### config.mk
export PLATFORM = sky130hd
export DESIGN_NAME = cfld_front
export DESIGN_NICKNAME = d
export VERILOG_FILES = /design/src/design/cfld_pkg.sv /design/src/design/cfld_front.sv
export SDC_FILE = /design/constraint.sdc
export NUM_CORES = 1
export LEC_CHECK = 0
export ABC_CLOCK_PERIOD_IN_PS = 1640
export BUFFER_PORTS_ARGS = -buffer_cell sky130_fd_sc_hd__buf_2
export CORE_UTILIZATION = 26
export DETAILED_ROUTE_END_ITERATION = 7
export PLACE_DENSITY = 0.95
export SLEW_MARGIN = 15
export SYNTH_ARGS = -nofsm -noshare
export SYNTH_HDL_FRONTEND = slang
export SYNTH_SLANG_ARGS = --single-unit
### constraint.sdc
create_clock -name vclk -period 1.64
set_input_delay 0.164 -clock vclk [all_inputs]
set_output_delay 0.164 -clock vclk [all_outputs]
set_load 0.01 [all_outputs]
### src/design/cfld_pkg.sv
// shared types, codes and the fault kind decoder for the cell fault latch table
package cfld_pkg;

	// input item modes
	localparam logic [1:0] MODE_SET      = 2'd0;
	localparam logic [1:0] MODE_CLEAR    = 2'd1;
	localparam logic [1:0] MODE_DEBOUNCE = 2'd2;

	// fault kinds
	localparam logic [2:0] KIND_UV    = 3'd0;
	localparam logic [2:0] KIND_OV    = 3'd1;
	localparam logic [2:0] KIND_OT    = 3'd2;
	localparam logic [2:0] KIND_UT    = 3'd3;
	localparam logic [2:0] KIND_DELTA = 3'd4;
	localparam logic [2:0] KIND_COMM  = 3'd5;
	localparam logic [2:0] KIND_LIMIT = 3'd6;

	// per-cell latch bits
	localparam logic [5:0] LB_NONE  = 6'h00;
	localparam logic [5:0] LB_UV    = 6'h01;
	localparam logic [5:0] LB_OV    = 6'h02;
	localparam logic [5:0] LB_OT    = 6'h04;
	localparam logic [5:0] LB_UT    = 6'h08;
	localparam logic [5:0] LB_COMM  = 6'h10;
	localparam logic [5:0] LB_LIMIT = 6'h20;

	// fault categories
	localparam logic [1:0] CAT_VOLT = 2'd0;
	localparam logic [1:0] CAT_TEMP = 2'd1;
	localparam logic [1:0] CAT_LINK = 2'd2;

	// classified operations passed from front to back
	localparam logic [1:0] OP_NONE  = 2'd0;
	localparam logic [1:0] OP_SET   = 2'd1;
	localparam logic [1:0] OP_CLEAR = 2'd2;
	localparam logic [1:0] OP_DEB   = 2'd3;

	// latch change codes
	localparam logic [1:0] CHG_NONE  = 2'd0;
	localparam logic [1:0] CHG_LATCH = 2'd1;
	localparam logic [1:0] CHG_CLEAR = 2'd2;

	typedef struct packed {
		logic [1:0]  mode;
		logic [3:0]  cell_monitor;
		logic [3:0]  cell_position;
		logic [2:0]  fault_kind;
		logic [1:0]  severity;
		logic        condition;
		logic [31:0] timestamp;
	} in_item_t;

	typedef struct packed {
		logic        accepted;
		logic [1:0]  latch_changed;
		logic [8:0]  voltage_faults;
		logic [8:0]  temperature_faults;
		logic [7:0]  link_faults;
		logic        system_fault;
		logic [1:0]  worst_severity;
		logic [7:0]  cell_latch_total;
	} out_item_t;

	typedef struct packed {
		logic [1:0]  op;
		logic        ok;
		logic [3:0]  cell_monitor;
		logic [3:0]  cell_position;
		logic [5:0]  latch_bit;
		logic [1:0]  cat;
		logic        is_ov;
		logic [1:0]  severity;
		logic        condition;
		logic [31:0] timestamp;
	} cmd_t;

	typedef struct packed {
		logic [5:0]  latches;
		logic [7:0]  count;
		logic        uv_valid;
		logic        ov_valid;
		logic [31:0] uv_start;
		logic [31:0] ov_start;
	} row_t;

	typedef struct packed {
		logic       known;
		logic [5:0] latch_bit;
		logic [1:0] cat;
	} kind_info_t;

	// map a fault kind to its latch bit and category
	function automatic kind_info_t kind_map(input logic [2:0] kind);
		kind_info_t info;
		info = '{known: 1'b1, latch_bit: LB_NONE, cat: CAT_VOLT};
		case (kind)
			KIND_UV:    info.latch_bit = LB_UV;
			KIND_OV:    info.latch_bit = LB_OV;
			KIND_OT:    begin info.latch_bit = LB_OT; info.cat = CAT_TEMP; end
			KIND_UT:    begin info.latch_bit = LB_UT; info.cat = CAT_TEMP; end
			KIND_DELTA: info.latch_bit = LB_OV;
			KIND_COMM:  begin info.latch_bit = LB_COMM; info.cat = CAT_LINK; end
			KIND_LIMIT: begin info.latch_bit = LB_LIMIT; info.cat = CAT_TEMP; end
			default:    info.known = 1'b0;
		endcase
		return info;
	endfunction

endpackage

### src/design/cfld_front.sv
// front end: range check and classification of incoming items
module cfld_front import cfld_pkg::*; #(
	parameter int NUM_MONITORS      = 10,
	parameter int CELLS_PER_MONITOR = 16
) (
	input  logic     push,
	output logic     full,
	input  in_item_t item,
	input  logic     q_full,
	output logic     q_push,
	output cmd_t     cmd
);

	kind_info_t info;
	logic       ok;

	assign full   = q_full;
	assign q_push = push && !q_full;

	// classify the item into one back-end operation
	always_comb begin
		info = kind_map(item.fault_kind);
		ok   = (5'(item.cell_monitor) < 5'(NUM_MONITORS)) &&
			(5'(item.cell_position) < 5'(CELLS_PER_MONITOR));
		cmd.op            = OP_NONE;
		cmd.ok            = ok;
		cmd.cell_monitor  = item.cell_monitor;
		cmd.cell_position = item.cell_position;
		cmd.latch_bit     = info.latch_bit;
		cmd.cat           = info.cat;
		cmd.is_ov         = (item.fault_kind == KIND_OV);
		cmd.severity      = item.severity;
		cmd.condition     = item.condition;
		cmd.timestamp     = item.timestamp;
		if (ok) begin
			unique case (item.mode)
				MODE_SET: begin
					if (info.known) cmd.op = OP_SET;
				end
				MODE_CLEAR: begin
					if (info.known && item.fault_kind != KIND_DELTA) cmd.op = OP_CLEAR;
				end
				MODE_DEBOUNCE: begin
					if (item.fault_kind == KIND_UV || item.fault_kind == KIND_OV) cmd.op = OP_DEB;
				end
				default: cmd.op = OP_NONE;
			endcase
		end
	end

endmodule

# Word level (Yosys, flattened, before mapping)
# Cells that the tools add are included.
# op_classes
eq_ne	9
mux	8
n_reduce_logical	9
order_cmp	1
# ops
operator	n
one-hot mux 6 bit (6 select lines)	1
== test 3 bit (second input constant)	3
OR reduction 7 bit	1
== test 3 x 2 -> 1 bit (second input constant)	2
2-to-1 mux 2 bit	3
one-hot mux 2 bit (3 select lines)	1
less-than comparator 4 bit (second input constant)	1
one-hot mux 2 bit (2 select lines)	1
== test 3 x 1 -> 1 bit (second input constant)	1
logical NOT 3 bit	1
inequality test 3 bit (second input constant)	1
OR reduction 3 bit	1
== test 2 x 1 -> 1 bit (second input constant)	1
== test 2 bit (second input constant)	1
logical AND 1 bit	2
logical NOT 2 bit	1
2-to-1 mux 1 bit	2
OR reduction 2 bit	1
logical NOT 1 bit	1
logical OR 1 bit	1
# word_totals
in_bits	50
output_inout_bits	57
regBits	0
word_cells	27

# Logic depth before layout (Yosys ltp)
# logic_depth
word_depth	7
ltp_mapped	4
mapped_depth_nobuf	3

# Worst setup path before layout
# No wires, ideal clock.
# synth_timing
path_kind	input -> output
start	input item[37] (netlist name)
end	output cmd[54] (netlist name)
path_stages	3
path_buffers	1
arrival_time_ns	0.793
required_ns	1.476
path_slack_ns	0.683
cell_sequence	buf_2 nor4b_1 o31a_1
# synth_lines
element	line	rtl
start, declared	cfld_front.sv:8	input in_item_t item,
end, declared	cfld_front.sv:11	output cmd_t cmd

==> flow_summary.ini <==
[floorplan]
coreArea_mm2 = 0.00173
ios = 107
die_w_um = 44.9
dieHeight_um = 44.9
dieArea_mm2 = 0.00201
rows = 15
initial_utilization_pct = 27.7

[status]
status = completed

[run]
drv_cap = 0

[pwr]
peakVddDrop_mv = 0.0380
power_mw = 0.0769
p_leak_nw = 0.176
p_per_area_mw_per_mm2 = 255

[synth]
avgSynthCellArea_um2 = 6.83
synth_area_um2 = 478
ys_types = 17
syn-num-nets = 120
yosysWarningCount = 0
ys_seq_area_share_pct = 0
syn_inst = 70

[cells_and_area]
seq_cells = 0
drive_gt1_share_pct = 56.9
regArea_um2 = 0
fin_nets = 103
num-clock-buffers = 0
diodes = 0
syn2layout_area_growth_pct = -36.9
stdcell_count = 76

[place]
dp_slack_ps = 532
place_inst = 76
hpwl_um = 816
port_buffers = 27
globalplace.congestion = 0.656

[detailed_routing]
vias = 314
drc = 0
firstDrtPassIters = 4
ant_nets = 0
wl_per_cell_um = 11.9
drt_wl_total_um = 907
drt_iter0_drc = 4
viasPerCell = 4.13

[min_path]
hold_start = item[14]
hp-class = in2out
whs_path_depth = 0
hold_end = cmd[14]

[sta]
tns_ps = 0
timing.final.max_slew_violations = 0
period_share_pct = 66.9
hold_viol_final = 0
relSlewSlack_pct = 81.6
setup_viol = 0
final.setup.worst_slack_ps = 543
period_needed_ps = 1100
tightest_slew_ps = 271
max_freq_mhz = 911
rsz0062_at_grt = false

[setup_path]
cp.arrival_ps = 930
required_ps = 1480
cp_max_fo = 8
startpoint_type = input port
critPathKind = in2out
cp-end-kind = primary output

[clock_network]
cts_resized = 0
postCtsSetupBuffers = 0
holdBufCountCts = 0

[global_route]
grt_pass1_wl_mm = 1.21
antenna_found_initial = 0
grt_max_degree = 11
grt_overflow = 0
grt_pass1_vias = 284
grt.total_usage_pct = 7.72
-- metrics by stage --
stage / instance area, um2 / hold slack [ps] / utilization [%]
floorplan: 478 / 374 / -
global placement: 302 / 328 / 17.5
detailed placement: 302 / 328 / 17.5
CTS: 302 / 328 / 17.5
global route: 302 / 328 / 17.5
finish: 302 / 328 / 17.5
-- cell usage in the layout, fill, tap and decap left out --
master	n
nor4b_1	1
o31a_1	1
and3_2	1
a21boi_0	1
nor2_1	7
nor3_1	1
o21ai_1	1
xnor2_1	1
inv_1	1
nand2b_1	2
nand2_1	1
nor2b_1	1
a21o_1	1
buf_2	27
a21oi_1	3
nand2b_2	1
-- cell type report --
class	count	area, um2
fill	216	1430
timing repair buffer	27	135
multi-input combinational	23	131
tap	25	31.3
inverter	1	3.75
-- Yosys cell counts --
cell      number  share of area, %
nand2b_1       2               2.6
and3_2         1               1.6
nand2_1        1              0.78
nor2b_1        1               1.3
buf_2          1               1.0
a21o_1         1               1.6
a21boi_0       1               1.6
nor3_1         1               1.0
nor2_1         7               5.5
nand2b_2       1               1.8
buf_4         45                71
o31a_1         1               1.8
a21oi_1        3               3.1
xnor2_1        1               1.8
inv_1          1              0.78
nor4b_1        1               1.8
o21ai_1        1               1.0
-- routing by layer --
| layer | up-vias | global-route usage, % | wire [um] |
|---|---|---|---|
| li1 | 138 | - | - |
| met1 | 131 | 8.43 | 283 |
| met2 | 37 | 11.8 | 377 |
| met3 | 8 | 4.40 | 216 |
| met4 | 0 | 4.24 | 29 |
| met5 | - | 0 | 0 |
-- report_power, final --
part           internal [mW]  switching [mW]  total, mW  leakage (nW)
combinational         0.0348          0.0421     0.0769         0.176
sequential                 0               0          0             0
clock                      0               0          0             0
-- logic make-up after synthesis --
family | count (synthesis) | share of synthesized area (%)
buffers and inverters | 47 | 72.5
and+or+nand+nor | 15 | 16.5
xor gates and xnor gates | 1 | 1.83
AOI/OAI and AO/OA | 7 | 9.16
-- worst max-delay path, cell delays in order --
cell and delay [ps]:
buf_2 140, nand2b_2 160, nor2_1 50, o31a_1 280, buf_2 140
-- how the worst max path moves through the flow --
stage              end  startpoint  cells past startpoint
6_report       cmd[54]    item[36]                      5
3_5_place_dp   cmd[54]    item[37]                      4
3_3_place_gp   cmd[54]    item[36]                      5
5_1_grt        cmd[54]    item[37]                      4
2_1_floorplan  cmd[54]    item[37]                      3
4_1_cts        cmd[54]    item[37]                      4
Power figures use the tool's default switching activity.
