<file path="src/design/cfld_fifo.sv">
// small register queue with full and empty flags
module cfld_fifo #(
	parameter int WIDTH = 8,
	parameter int DEPTH = 2
) (
	input  logic             clk,
	input  logic             arst_n,
	input  logic             push,
	output logic             full,
	input  logic [WIDTH-1:0] din,
	input  logic             pop,
	output logic             empty,
	output logic [WIDTH-1:0] dout
);

	localparam int PTR_W = (DEPTH > 1) ? $clog2(DEPTH) : 1;
	localparam int CNT_W = $clog2(DEPTH + 1);
	localparam logic [PTR_W-1:0] LAST = PTR_W'(DEPTH - 1);

	logic [WIDTH-1:0] slot_q [DEPTH];
	logic [PTR_W-1:0] wr_ptr_q;
	logic [PTR_W-1:0] rd_ptr_q;
	logic [CNT_W-1:0] count_q;
	logic             do_push;
	logic             do_pop;

	assign full    = (count_q == CNT_W'(DEPTH));
	assign empty   = (count_q == '0);
	assign do_push = push && !full;
	assign do_pop  = pop && !empty;
	assign dout    = slot_q[rd_ptr_q];

	// pointers and fill level
	always_ff @(posedge clk or negedge arst_n) begin
		if (!arst_n) begin
			wr_ptr_q <= '0;
			rd_ptr_q <= '0;
			count_q  <= '0;
		end else begin
			if (do_push) begin
				wr_ptr_q <= (wr_ptr_q == LAST) ? '0 : wr_ptr_q + 1'b1;
			end
			if (do_pop) begin
				rd_ptr_q <= (rd_ptr_q == LAST) ? '0 : rd_ptr_q + 1'b1;
			end
			if (do_push && !do_pop) begin
				count_q <= count_q + 1'b1;
			end else if (do_pop && !do_push) begin
				count_q <= count_q - 1'b1;
			end
		end
	end

	// storage
	always_ff @(posedge clk) begin
		if (do_push) begin
			slot_q[wr_ptr_q] <= din;
		end
	end

endmodule

</file>
<file path="config.mk">
export PLATFORM = sky130hd
export DESIGN_NAME = cfld_fifo
export DESIGN_NICKNAME = d
export VERILOG_FILES = /design/src/design/cfld_fifo.sv
export SDC_FILE = /design/constraint.sdc
export NUM_CORES = 1
export LEC_CHECK = 0
export CAP_MARGIN = 20
export CORE_MARGIN = 1.5
export CORE_UTILIZATION = 58
export DETAILED_ROUTE_END_ITERATION = 16
export DONT_BUFFER_PORTS = 1
export PLACE_DENSITY = 0.82
export SETUP_SLACK_MARGIN = 0.2
export SLEW_MARGIN = 20
export SYNTH_ARGS = -nofsm -noshare
export SYNTH_HDL_FRONTEND = slang
export SYNTH_SLANG_ARGS = --single-unit
</file>
<file path="constraint.sdc">
create_clock -name clk -period 1.8 [get_ports clk]
set_input_delay 0.27 -clock clk [delete_from_list [all_inputs] [get_ports clk]]
set_output_delay 0.27 -clock clk [all_outputs]
set_load 0.01 [all_outputs]
</file>
== Yosys cells after proc, flatten, opt, wreduce, memory -nomap -nowiden ==
Memory sizes are Yosys's and may differ from the RTL's.
Cells that the tools add are included.

* Bits in writable memories: 16
* Memories: 1
* Output and inout port bits: 10
* Bits of input ports: 12
* Bits in registers: 4

* Reduce and logical (&&, ||, !) cells: 10
* Add/sub/neg operators: 4
* Equal/unequal tests: 1
* Multiplexer cells: 6

{| class="wikitable"
|+ Memory list
! name !! words !! bits a word !! read ports !! clocked after Yosys merged registers in !! write ports !! line !! RTL
|-
| slot_q || 2 || 8 || 1 || 0 || 1 || 20 || <nowiki>logic [WIDTH-1:0] slot_q [DEPTH];</nowiki>
|}

{| class="wikitable"
|+ Operator list
! kind !! count
|-
| logical AND 1 bit || 4
|-
| logical NOT 1 bit || 4
|-
| two-way mux 1 bit || 4
|-
| two-way mux 2 bit || 2
|-
| adder 1 bit (second input constant) || 2
|-
| adder 2 x 1 -> 2 bit (second input constant) || 1
|-
| == test 2 bit (second input constant) || 1
|-
| logical NOT 2 bit || 1
|-
| nonzero test 2 bit || 1
|-
| subtractor 2 x 1 -> 2 bit (second input constant) || 1
|}

== Logic depth before layout (Yosys ltp) ==
* Depth after elaboration: 7
* Gate-level depth with buffers: 7
* Gate-level depth less buffers: 7

== Least setup slack after synthesis ==
OpenSTA, ideal clock, no wires.

* Path kind: reg-to-reg
* Start: register count_q[0]
* End: memory slot_q[0][0], enable pin
* Arrival time: 1.022 ns
* Cell stages (with the launch flop): 4
* Path buffers: 0
* Slack: 0.408 ns
* Clock period less this slack: 1.392 ns
* Cell sequence: dfrtp_1 nand2b_1 nand2_2 nor2_1

* Cells in the longest elaborated chain, start to end: 5

{| class="wikitable"
|+ Ends and longest elaborated chain
! element !! line !! RTL
|-
| start, declared || 23 || <nowiki>logic [CNT_W-1:0] count_q;</nowiki>
|-
| start signal, assigned || 47 || <nowiki>count_q <= count_q + 1'b1;</nowiki>
|-
| start signal, assigned || 49 || <nowiki>count_q <= count_q - 1'b1;</nowiki>
|-
| == test 2 bit || 27 || <nowiki>assign full = (count_q == CNT_W'(DEPTH));</nowiki>
|-
| logical NOT 1 bit || 29 || <nowiki>assign do_push = push && !full;</nowiki>
|-
| logical AND 1 bit || 29 ||
|-
| two-way mux 1 bit || 56 || <nowiki>if (do_push) begin</nowiki>
|-
| two-way mux 1 bit (implied by the code) || 57 || <nowiki>slot_q[wr_ptr_q] <= din;</nowiki>
|-
| end, declared || 20 ||
|}

Every way passes these cells.

== Worst setup path in the final report ==
* Start: register count_q[0]
* End: register count_q[1]

* Cells in the longest elaborated chain, start to end: 6
* Elaborated cells between the ends (all ways): 15
* Classes of those cells: 2 x add/sub; 1 x eq/ne; 2 x mux; 10 x reduce/logical

{| class="wikitable"
|+ Ends and longest elaborated chain
! element !! line
|-
| == test 2 bit / logical NOT 2 bit (equally long branches) || 27, 28
|-
| logical NOT 1 bit (on tied branches) || 29, 30
|-
| logical AND 1 bit (on tied branches) || 29, 30
|-
| logical NOT 1 bit (on tied branches) || 48, 46
|-
| logical AND 1 bit (on tied branches) || 48, 46
|-
| nonzero test 2 bit (no line) / two-way mux 2 bit (equally long branches) || n/a
|}

Parallel ways exist; a longest one is shown, timed or not. The select of a mux whose other input is x is not followed.
A chain may end at the register's enable or synchronous reset.

==> metrics.md <==
| Metric | Value |
|---|---|
| Status | complete, no violations |
| R2r startpoint | count_q[0]$_DFFE_PN0P_ |
| Critical R2R Capture | count_q[1]$_DFFE_PN0P_ |
| Iter 0 DRT Violations | 1 |
| Flop pwr share | 0.564 |
| Peak supply drop | 1.04 mV |
| Switch share | 0.315 |
| Mapped Area | 782 um2 |
| CTS sink cnt | 20 |
| CP top delay family | simple AND/OR/NAND/NOR gates |
| Relative slew slack | 0.767 |
| Distinct cells, synth | 15 |
| Final WL | 991 um |
| Hold Violations, Final | 0 |
| H-tree levels | 1 |
| Int Pwr | ~0.00091 W |
| RSZ-0062 raised after global routing | true |
| Post-synth EDFFs | 16 |
| Top post-synthesis cells by area | edfxtp_1, dfrtp_1, mux2_1 |
| Setup TNS | 0 ns |
| Buffers & Inverters on Critical Path | 1 |
| Largest net degree at the start of global routing | 12 |
| Setup Buffers After CTS | 0 |
| Drt drc | 0 |
| Worst Setup Path Type | flip-flop to flip-flop |
| Yosys reg bits | 20 |
| Slowest stage delay, CP | 0.45 ns |
| Area Overhead vs Synth | 7.68% |
| Tcrit/Tclk final | 0.834 |
| Syn_nets | 57 |
| Startpoint Class | flip-flop |
| Clk pwr share | 0.146 |
| Dpl cells | 59 |
| Die area | 0.00158 mm2 |
| Top-count cell post-synth | edfxtp_1 |
| Non-Filler Instances | 64 |
| CP Max Fanout | 5 |
| Die H | 39.7 um |
| Cts bufs inserted | 3 |
| Dominant cell type by area after synthesis | edfxtp_1 |
| PD cells | 1580 mW/mm2 |
| Reg2reg path depth | 6 |
| Skew-Pair Late Insertion Delay | 0.28 ns |
| Hold WC Path Type | input pin to flip-flop |
| Synth Instances | between 40 and 50 |
| Setup violators final | 0 |
| Net switching power | roughly 0.00042 W |
| Post-synthesis sequential area ratio | 0.742 |
| Port Buffer Count | 0 |
| Number of max-cap violations | 0 |
| Post-synth top area share | 0.614 |
| Io pins | 22 |
| NumNets Final | 63 |
| Syn Area/Cell | 17.8 um2 |
| Worst min-delay path startpoint | din[6] |
| Reg clk slew, reported paths | 0.10 ns |
| Dpl hpwl | 775 um |
| Register Area | just under 600 um2 |
| Worst path cell trace | nand2b_1 -> nand2_2 -> inv_1 -> ha_1 -> nor2_1 -> xor2_1 |
| Tot GR Track Use | 0.157 |
| Placer congestion estimate | roughly 0.66 |
| Top FF cell, synth | edfxtp_1 |
| Synth top cells by count | edfxtp_1, mux2_1, dfrtp_1 |
| DR WL/cell | approximately 15 um |
| Hold slack | 0.0786 ns |
| Least-Margin Pin Slew | 0.349 ns |
| Worst path slowest cell | dfrtp_2 |
| Number of cells on the worst hold path | 0 |
| Initial antenna violation count | 0 |
| Final min period | ~1.5 ns |
| Die Span X | 39.7 um |
| Clock tree buffer depth | 2 |
| Vias per inst | 5.45 |
| Vias in the first global route | 348 |
| Worst Path Required | 2.00 ns |
| Post-route setup slack | 0.299 ns |
| Layout Utilization | 0.655 |
| Critical Path AT | roughly 1.7 ns |
| CORE AREA | 0.00128 mm2 |
| CTS tree | done |
| F_max | 0.666 GHz |
| R2R Setup Slk | between 0.2 and 0.3 ns |
| Ys async rst share | 0.200 |
| Via count | 349 |
| Global-route wire length before repair | approximately 1500 um |
| Filler cells | 87 |
| # diodes | 0 |
| Drt first pass iters | 2 |
| Antenna viol nets, final | 0 |
| Leak | 0.312 nW |
| Share of cells above drive strength 1 | 0.204 |
| Combinational share of power | 0.289 |
| Slew Limit Fails | 0 |
| Global route overflow | 0 |
| Ys Warns | 0 |
| Multi-input combinational cell area | 189 um2 |
| Setup crit end kind | flip-flop |
| Setup Skew | 0.00823 ns |
| Starting density of the core | 0.609 |
| Hold Path Sink | slot_q[0][6]$_DFFE_PP_ |
| Root Driver | clkbuf_4 |
| Row count | 13 |
| Dpl ws | 0.303 ns |
per-stage QoR:
| step | cell area [um2] | total power [W] |
|---|---|---|
| after floorplan | 782 | 0.00107 |
| after global placement | 803 | 0.00111 |
| after detailed placement | 803 | 0.00114 |
| after CTS | 840 | 0.00135 |
| after global routing | 842 | 0.00142 |
| final | 842 | 0.00133 |
how the worst max path moves through the flow:
stage	cells past startpoint	slack (ns)	start	to
2_1_floorplan	3	0.41	count_q[0]$_DFFE_PN0P_	slot_q[0][0]$_DFFE_PP_
3_3_place_gp	7	0.41	count_q[0]$_DFFE_PN0P_	count_q[1]$_DFFE_PN0P_
3_5_place_dp	6	0.30	count_q[0]$_DFFE_PN0P_	count_q[1]$_DFFE_PN0P_
4_1_cts	1	0.24	rd_ptr_q$_DFFE_PN0P_	dout[7]
5_1_grt	7	0.20	count_q[0]$_DFFE_PN0P_	count_q[1]$_DFFE_PN0P_
6_report	6	0.30	count_q[0]$_DFFE_PN0P_	count_q[1]$_DFFE_PN0P_
routing by layer:
layer  part of all wire  GRT usage  up-vias  wire [um]
li1                   -          -      168          -
met1               0.37      0.157      169        364
met2               0.56      0.287       10        558
met3              0.057     0.0455        2         56
met4              0.011     0.0776        0         11
met5                  0          0        -          0
state kept, by name (all words and copies together), names as in the netlist:
| name | cells |
|---|---|
| slot_q | 16 |
| rd_ptr_q | 1 |
| count_q | 2 |
| wr_ptr_q | 1 |
layout by cell type (no fill, tap or decap), types with 2 or more instances in the layout:
master    count
edfxtp_1     16
xnor2_1       2
dfrtp_1       2
xor2_1        2
dfrtp_2       2
mux2_1        6
mux2_2        2
clkbuf_4      3
inv_1         2
nor2_1        3
worst register-to-register path: stages, from the launching register on:
cell and delay (ns):
dfrtp_2 0.45, nand2b_1 0.20, nand2_2 0.13, inv_1 0.06, ha_1 0.31, nor2_1 0.14, xor2_1 0.15
power by group through the flow:
stage               registers, W  clock network [W]  logic (W)
global placement        0.000746                  0   0.000369
floorplan               0.000705                  0   0.000365
global route            0.000765           0.000227   0.000426
CTS                     0.000750           0.000203   0.000392
detailed placement      0.000762                  0   0.000383
finish                  0.000753           0.000195   0.000386
cells by family after synthesis:
family                   synth area share
AO/OA/AOI/OAI                     0.00639
XOR/XNOR                           0.0656
adder cells (fa/ha/maj)            0.0160
buffers and inverters              0.0160
flip-flops                          0.742
multiplexers                        0.115
AND/OR/NAND/NOR                    0.0384
layout make-up:
cell class	instances	area share
Sequential cell	20	0.692
Tap cell	15	0.0223
Clock buffer	4	0.0312
Timing Repair Buffer	2	0.0208
Multi-Input combinational cell	21	0.224
Inverter	2	0.00892
what timing repair did:
action / CTS / global route
hold buffers: 1 / 0
gates resized for setup: 0 / 2
setup endpoints to repair: 0 / 8
hold endpoints to repair: 4 / 0
Note: power is estimated with default switching activity, not from simulation.
